===== src/rtl/core/scc_pkg.sv =====
// Shared types and constants for the SCC pair counter
`timescale 1ns / 1ps
package scc_pkg;

  localparam int WORD_BITS = 64;
  localparam int OFF_BITS  = 6;

  localparam logic [1:0] MODE_WRITE = 2'd0;
  localparam logic [1:0] MODE_FLIP  = 2'd1;
  localparam logic [1:0] MODE_COUNT = 2'd2;

  localparam int         NODE_COUNT_W   = 9;
  localparam logic [8:0] NODE_COUNT_RST = 9'd256;

  localparam int          PAIR_W   = 15;
  localparam logic [14:0] PAIR_MAX = 15'h7FFF;

  typedef logic [WORD_BITS-1:0] word_t;

  typedef struct packed {
    logic clr_step;
    logic capture;
    logic cnt_init;
    logic sel_edit;
    logic edit_wr;
    logic outer_sel;
    logic use_adj;
    logic walk_start;
    logic push;
    logic outer_adv;
    logic scan_adv;
    logic finish;
    logic pop_load;
    logic order_rd;
    logic order_load;
    logic pass2_init;
    logic mul;
    logic acc;
    logic load_out;
  } cmd_t;

  typedef struct packed {
    logic       found;
    logic       hit;
    logic       more;
    logic       sp_zero;
    logic       top_zero;
    logic       pass;
    logic       clr_last;
    logic       out_free;
    logic       idx_ok;
    logic [1:0] mode;
  } sts_t;

  // Lowest set bit; msb flags that any bit was set
  function automatic logic [OFF_BITS:0] first_set(input word_t w);
    logic [OFF_BITS:0] r;
    r = '0;
    for (int i = WORD_BITS - 1; i >= 0; i--) begin
      if (w[i]) begin
        r = {1'b1, OFF_BITS'(i)};
      end
    end
    return r;
  endfunction

endpackage


===== src/rtl/core/scc_ctrl.sv =====
// Sequencer for edits, clearing and the two depth-first passes
`timescale 1ns / 1ps
module scc_ctrl (
  input  logic          clk,
  input  logic          rst_n,
  input  logic          in_valid,
  output logic          in_stall,
  input  scc_pkg::sts_t sts,
  output scc_pkg::cmd_t cmd
);

  typedef enum logic [3:0] {
    ST_CLEAR, ST_IDLE, ST_EDIT_RD, ST_EDIT_WR, ST_INIT, ST_P1_RD, ST_P1_CHK,
    ST_W_RD, ST_W_CHK, ST_W_POP, ST_P2_NEXT, ST_P2_WAIT, ST_P2_CHK,
    ST_SUM_MUL, ST_SUM_ADD, ST_OUT
  } state_t;

  state_t state_r, state_nxt;
  logic   in_stall_r;
  logic   in_accept;

  assign in_stall  = in_stall_r;
  assign in_accept = in_valid && !in_stall_r;

  always_comb begin
    cmd       = '0;
    state_nxt = state_r;
    case (state_r)
      ST_CLEAR: begin
        cmd.clr_step = 1'b1;
        if (sts.clr_last) state_nxt = ST_IDLE;
      end
      ST_IDLE: begin
        cmd.capture = in_accept;
        if (in_accept) begin
          if (sts.mode == scc_pkg::MODE_COUNT) begin
            state_nxt = ST_INIT;
          end else if ((sts.mode == scc_pkg::MODE_WRITE || sts.mode == scc_pkg::MODE_FLIP)
                       && sts.idx_ok) begin
            state_nxt = ST_EDIT_RD;
          end
        end
      end
      ST_EDIT_RD: begin
        cmd.sel_edit = 1'b1;
        state_nxt    = ST_EDIT_WR;
      end
      ST_EDIT_WR: begin
        cmd.sel_edit = 1'b1;
        cmd.edit_wr  = 1'b1;
        state_nxt    = ST_IDLE;
      end
      ST_INIT: begin
        cmd.cnt_init = 1'b1;
        state_nxt    = ST_P1_RD;
      end
      ST_P1_RD: begin
        cmd.outer_sel = 1'b1;
        state_nxt     = ST_P1_CHK;
      end
      ST_P1_CHK: begin
        cmd.outer_sel = 1'b1;
        if (sts.found) begin
          cmd.walk_start = 1'b1;
          state_nxt      = ST_W_RD;
        end else if (sts.more) begin
          cmd.outer_adv = 1'b1;
          state_nxt     = ST_P1_RD;
        end else begin
          cmd.pass2_init = 1'b1;
          state_nxt      = ST_P2_NEXT;
        end
      end
      ST_W_RD: begin
        cmd.use_adj = 1'b1;
        state_nxt   = ST_W_CHK;
      end
      ST_W_CHK: begin
        cmd.use_adj = 1'b1;
        if (sts.found) begin
          cmd.push  = 1'b1;
          state_nxt = ST_W_RD;
        end else if (sts.more) begin
          cmd.scan_adv = 1'b1;
          state_nxt    = ST_W_RD;
        end else begin
          cmd.finish = 1'b1;
          if (!sts.sp_zero) begin
            state_nxt = ST_W_POP;
          end else if (sts.pass) begin
            state_nxt = ST_SUM_MUL;
          end else begin
            state_nxt = ST_P1_RD;
          end
        end
      end
      ST_W_POP: begin
        cmd.pop_load = 1'b1;
        state_nxt    = ST_W_RD;
      end
      ST_P2_NEXT: begin
        if (sts.top_zero) begin
          state_nxt = ST_OUT;
        end else begin
          cmd.order_rd = 1'b1;
          state_nxt    = ST_P2_WAIT;
        end
      end
      ST_P2_WAIT: begin
        cmd.order_load = 1'b1;
        state_nxt      = ST_P2_CHK;
      end
      ST_P2_CHK: begin
        if (sts.found && sts.hit) begin
          cmd.walk_start = 1'b1;
          state_nxt      = ST_W_RD;
        end else begin
          state_nxt = ST_P2_NEXT;
        end
      end
      ST_SUM_MUL: begin
        cmd.mul   = 1'b1;
        state_nxt = ST_SUM_ADD;
      end
      ST_SUM_ADD: begin
        cmd.acc   = 1'b1;
        state_nxt = ST_P2_NEXT;
      end
      ST_OUT: begin
        if (sts.out_free) begin
          cmd.load_out = 1'b1;
          state_nxt    = ST_IDLE;
        end
      end
      default: begin
        state_nxt = ST_IDLE;
      end
    endcase
  end

  always_ff @(posedge clk) begin
    if (!rst_n) begin
      state_r    <= ST_CLEAR;
      in_stall_r <= 1'b1;
    end else begin
      state_r    <= state_nxt;
      in_stall_r <= (state_nxt != ST_IDLE);
    end
  end

endmodule


===== config.mk =====
export PLATFORM = sky130hd
export DESIGN_NAME = scc_ctrl
export DESIGN_NICKNAME = d
export VERILOG_FILES = /design/src/rtl/core/scc_pkg.sv /design/src/rtl/core/scc_ctrl.sv
export SDC_FILE = /design/constraint.sdc
export NUM_CORES = 1
export LEC_CHECK = 0
export BUFFER_PORTS_ARGS = -buffer_cell sky130_fd_sc_hd__buf_2
export CAP_MARGIN = 20
export CORE_UTILIZATION = 49
export CTS_BUF_LIST = sky130_fd_sc_hd__clkbuf_4
export DETAILED_ROUTE_END_ITERATION = 16
export PLACE_DENSITY = 0.83
export SLEW_MARGIN = 20
export SYNTH_ARGS = -nofsm -noshare
export SYNTH_HDL_FRONTEND = slang
export SYNTH_SLANG_ARGS = --single-unit

===== constraint.sdc =====
create_clock -name clk -period 3.2 [get_ports clk]
set_input_delay 0 -clock clk [delete_from_list [all_inputs] [get_ports clk]]
set_output_delay 0 -clock clk [all_outputs]
set_load 0.1 [all_outputs]

==> flow_metrics.tcl, run 1 <==
set metrics [dict create \
    synth_top_area_cell "dfxtp_1" \
    die_x_um 38.3 \
    vias_per_cell 5.51 \
    seq_area_frac_synth_pct 15.5 \
    crit_path_start "state_r[3]" \
    leakagePower_nw 0.378 \
    critPathArrivalTime_ns 2.08 \
    total_power_mw 0.219 \
    fin_crit_ns 2.08 \
    r2r-end "state_r[2]" \
    slew_viol_final 0 \
    drc 0 \
    maxCapViolCount 0 \
    drive_gt1_share_pct 34.7 \
    hold_depth 3 \
    placement.io_buffers 33 \
    synth_top_area_share_pct 15.5 \
    power_density_nw_per_um2 263 \
    place_inst 133 \
    start_util_pct 55.2 \
    firstDrtPassIters 4 \
    fin_crit_sh_pct 65.1 \
    rrSetupSlack_ns 1.46 \
    placeableCoreArea_um2 1170 \
    final_common_cell "buf_2" \
    setup_violations 0 \
    vias 761 \
    critPathMaxFanout 21 \
    final_area_um2 833 \
    clockBufferDepth 2 \
    tns_ns 0 \
    place_area_um2 793 \
    drtAntennaViolNets 0 \
    area_growth_pct 28.8 \
    status "complete, no violations" \
    syn_area_um2 647 \
    cts_made_buffers 3 \
    cts.reportedPaths.clkPinSlew_ns 0.04 \
    cts_tree "yes" \
    hp-class "input port to register" \
    drt_iter0_drc 14 \
    antenna_found_initial 0 \
    synth_nets 108 \
    endpoint_kind "output pin" \
    yosysUniqueCellTypes 36 \
    grt_max_degree 22 \
    place_hpwl_um 1160 \
    hold_end "state_r[0]" \
    post_cts_resized 0 \
    hp-start "sts[4]" \
    clock.fmax_ghz 0.480 \
    grt_overflow_total 0 \
    rows 12 \
    final_cell_mix "buf_2 (33), nor2_1 (12), nand2b_1 (10)" \
    r2r-start "state_r[3]" \
    wl_per_cell_um 11.2 \
    yosys-top-cells-area "dfxtp_1 (15%), nand2b_1 (9.7%), nor2_1 (7.0%)" \
    cts_root_buffer "clkbuf_4" \
    ir_worst_vdd_mv 0.367 \
    nets 139 \
    insertion_delay_ns 0.24 \
    worst_pin_slew_ns 0.615 \
    pin_count 34 \
    htree_levels 1 \
    grt_pass1_vias 607 \
    rsz0062_at_grt "false" \
    syn_inst 94 \
    drt_wl_total_um 1540 \
    yosysWarningCount 0 \
    diodes 0 \
    cts_sinks 5 \
    required_ns 3.20 \
    grt_pass1_wl_um 2470 \
    start_kind "register" \
    fin_hold_ws_ns 0.168 \
    final-instance-count-excl-fill 138 \
    die_area_um2 1470 \
    die_h_um 38.3 \
    r2r_cells 4 \
    ys_ff_latch 5 \
    synth_area_per_cell_um2 6.88 \
    gp_congestion 0.784 \
    grt_util_all_layers_pct 23.1 \
    slew_headroom_pct 58.9 \
    critPathKind "register to output pin" \
    fin_skew_ns 0.00245 \
    hold_viol 0 \
]
## cells in the mapped netlist
master,instances
or3_1,1
a31oi_1,2
nand4_1,1
nand2b_1,10
o311a_1,1
o21bai_1,2
buf_6,1
nor2_1,12
mux2_2,1
nor2b_1,1
dfxtp_1,5
nand2_1,7
o211ai_1,1
nand2b_4,1
o2111ai_1,1
nor4b_1,2
or4_1,1
nor3_1,5
a2111o_1,1
buf_4,1
o221ai_1,2
a21oi_1,3
buf_2,6
o21ai_0,2
nand3_1,5
or2_1,1
inv_1,4
a211o_1,1
o32a_1,1
o22a_1,1
nor4_1,1
a21boi_0,2
nand3b_1,1
a221oi_2,1
and2_1,5
or4b_4,1
## where the power goes
| part | internal (mW) | leakage [nW] | switching, mW |
|---|---|---|---|
| Sequential | 0.0655 | 0.0410 | 0.00771 |
| Combinational | 0.0199 | 0.319 | 0.0468 |
| Clock | 0.0554 | 0.0184 | 0.0236 |
## worst max-delay path, cell delays in order (launching register included)
cell and delay, ns:
dfxtp_1 0.70, or4b_4 0.55, nor3_1 0.14, buf_2 0.45
## through the flow
step / utilization (%) / setup WS, ns
2_1_floorplan: - / 0.219
3_3_place_gp: 67.7 / 1.43
3_5_place_dp: 67.7 / 1.40
4_1_cts: 71.2 / 1.14
5_1_grt: 71.2 / 0.992
6_report: 71.2 / 1.12
## final cells by class
class	count	area, um2
clock buffer	4	30.0
timing repair buffer	34	175
inverter	4	15.0
sequential	5	100
tap	14	17.5
multi-input combinational	77	495
fill	111	338
## sequential cells by signal (all words and copies together), names as in the netlist
register and flops:
in_stall 1, state_r 4
## how the worst max path moves through the flow
stage,cells after the start,to
5_1_grt,3,cmd[7]
3_5_place_dp,3,cmd[7]
4_1_cts,3,cmd[7]
3_3_place_gp,3,cmd[7]
2_1_floorplan,3,cmd[7]
6_report,3,cmd[7]
## what timing repair did
item                      CTS  global route
hold endpoints to repair    1             0
setup buffers               0             0
hold buffers                1             0
## kinds of logic after synthesis
group	after synthesis	share of synthesized area, %
AND/OR/NAND/NOR	55	47.4
AO/OA/AOI/OAI	21	25.5
buffers and inverters	12	9.86
flip-flops	5	15.5
multiplexers	1	1.74
## layer usage
layer	vias up	track usage, %	part of all wire [%]
met1	330	29.7	47
met4	0	7.76	1.0
met3	2	0	4.9
met2	30	41.5	47
met5	-	0	0
li1	399	-	-
Power figures use the tool's default switching activity.
==> inputs of run 2 (changes only) <==
- CORE_UTILIZATION: 49 -> 41
- PLACE_DENSITY: 0.83 -> 0.74
- clock period: 3.2 -> 1.9 ns (I/O delays scaled with it)
==> run 2 against run 1 <==
Effect of this change: critical path depth unchanged; core utilization grew 9.5 points; count of clock-buffer cells in the layout unchanged; sequential share of layout area fell by 2.8 points; non-clock buffer count up 5; flip-flop and latch count unchanged; first-iteration DRC count decreased by 21%; sequential power grew 69%; die area grew 18%; critical path type unchanged; highest routed layer unchanged.
==> flow_metrics.tcl, run 2 (synthesis results as in run 1) <==
set metrics [dict create \
    nets 144 \
    placeableCoreArea_um2 1380 \
    drc 0 \
    final_cell_mix "buf_2 (22), buf_12 (11), nand2b_1 (9)" \
    drive_gt1_share_pct 48.1 \
    hp-class "input port to register" \
    cts.reportedPaths.clkPinSlew_ns 0.05 \
    firstDrtPassIters 4 \
    insertion_delay_ns 0.25 \
    setup_violations 0 \
    endpoint_kind "output pin" \
    placement.io_buffers 33 \
    antenna_found_initial 0 \
    cts_root_buffer "clkbuf_4" \
    power_density_nw_per_um2 351 \
    leakagePower_nw 0.466 \
    start_kind "register" \
    clock.fmax_ghz 0.552 \
    gp_congestion 0.824 \
    worst_pin_slew_ns 0.490 \
    clockBufferDepth 2 \
    final_area_um2 1110 \
    slew_viol_final 0 \
    hold_viol 0 \
    rrSetupSlack_ns 0.26 \
    vias 827 \
    largest_reg_flops 4 \
    grt_pass1_wl_um 3310 \
    ir_worst_vdd_mv 0.455 \
    grt_pass1_vias 756 \
    place_hpwl_um 1500 \
    rsz0062_at_grt "false" \
    final_util_pct 80.6 \
    pin_count 34 \
    r2r-end "in_stall" \
    diodes 0 \
    die_h_um 41.7 \
    required_ns 1.90 \
    drtAntennaViolNets 0 \
    die_x_um 41.7 \
    top_register "state_r" \
    critPathArrivalTime_ns 1.81 \
    drt_wl_total_um 1910 \
    critPathMaxFanout 14 \
    status "complete, no violations" \
    slew_headroom_pct 67.3 \
    cts_sinks 5 \
    tns_ns 0 \
    r2r-start "state_r[2]" \
    start_util_pct 46.8 \
    cts_tree "yes" \
    cts_made_buffers 3 \
    hold_end "state_r[0]" \
    fin_skew_ns 0.00728 \
    place_area_um2 1070 \
    grt_util_all_layers_pct 24.8 \
    hold_depth 3 \
    fin_crit_ns 1.81 \
    fin_crit_sh_pct 95.3 \
    critPathKind "register to output pin" \
    final_common_cell "buf_2" \
    htree_levels 1 \
    drt_iter0_drc 11 \
    area_growth_pct 72.3 \
    maxCapViolCount 0 \
    rows 13 \
    hp-start "sts[4]" \
    vias_per_cell 5.74 \
    grt_overflow_total 0 \
    die_area_um2 1740 \
    wl_per_cell_um 13.3 \
    r2r_cells 5 \
    grt_max_degree 18 \
]
[run 2: changes by cell type in the layout (fill, tap and decap cells not counted), sizes merged]
cell / change
buf: +5
[run 2: final cells by class]
class	instances	area, um2
tap	15	18.8
timing repair buffer	39	378
sequential	5	103
multi-input combinational	77	571
fill	89	268
inverter	4	15.0
clock buffer	4	30.0
[run 2: power breakdown]
| group | internal, mW | switching (mW) |
|---|---|---|
| Sequential | 0.111 | 0.0131 |
| Clock | 0.0940 | 0.0491 |
| Combinational | 0.0378 | 0.0861 |
[run 2: per-layer routing]
metal  track usage [%]  part of all wire [%]  vias up  wire [um]
met4              13.5                   2.6        0         49
met3              3.04                   4.9        5         94
met2              44.7                    52       35       1000
met1              27.6                    40      371        764
li1                  -                     -      416          -
met5                 0                     0        -          0
[run 2: how the worst max path moves through the flow]
| stage | startpoint | to | slack (ns) | depth (start not counted) |
|---|---|---|---|---|
| after global placement | state_r[3] | cmd[11] | 0.25 | 5 |
| after CTS | state_r[0] | cmd[0] | 0.06 | 4 |
| after global routing | state_r[1] | cmd[11] | 0.008 | 3 |
| after detailed placement | state_r[0] | in_stall | 0.21 | 5 |
| after floorplan | state_r[1] | cmd[11] | -0.80 | 4 |
| final | state_r[1] | cmd[11] | 0.09 | 3 |
[run 2: repair_timing]
action                                 CTS  global route
endpoints found under the hold margin    3             0
setup buffers                            0             0
gates resized for setup                  1             1
hold buffers                             1             0
setup endpoints to repair                1             3
[run 2: stage by stage]
stage | std cells | setup WS, ns | power [mW] | hold WS, ns
3_3_place_gp | 139 | 0.251 | 0.244 | 0.240
4_1_cts | 144 | 0.0594 | 0.392 | 0.144
3_5_place_dp | 139 | 0.207 | 0.247 | 0.243
6_report | 144 | 0.0890 | 0.391 | 0.136
2_1_floorplan | 94 | -0.797 | 0.215 | 0.109
5_1_grt | 144 | 0.00832 | 0.408 | 0.157
[run 2: critical path, stage by stage, from the launching register on]
cell,delay (ns)
dfxtp_1,0.61
mux2_2,0.40
nor4b_2,0.32
buf_12,0.22
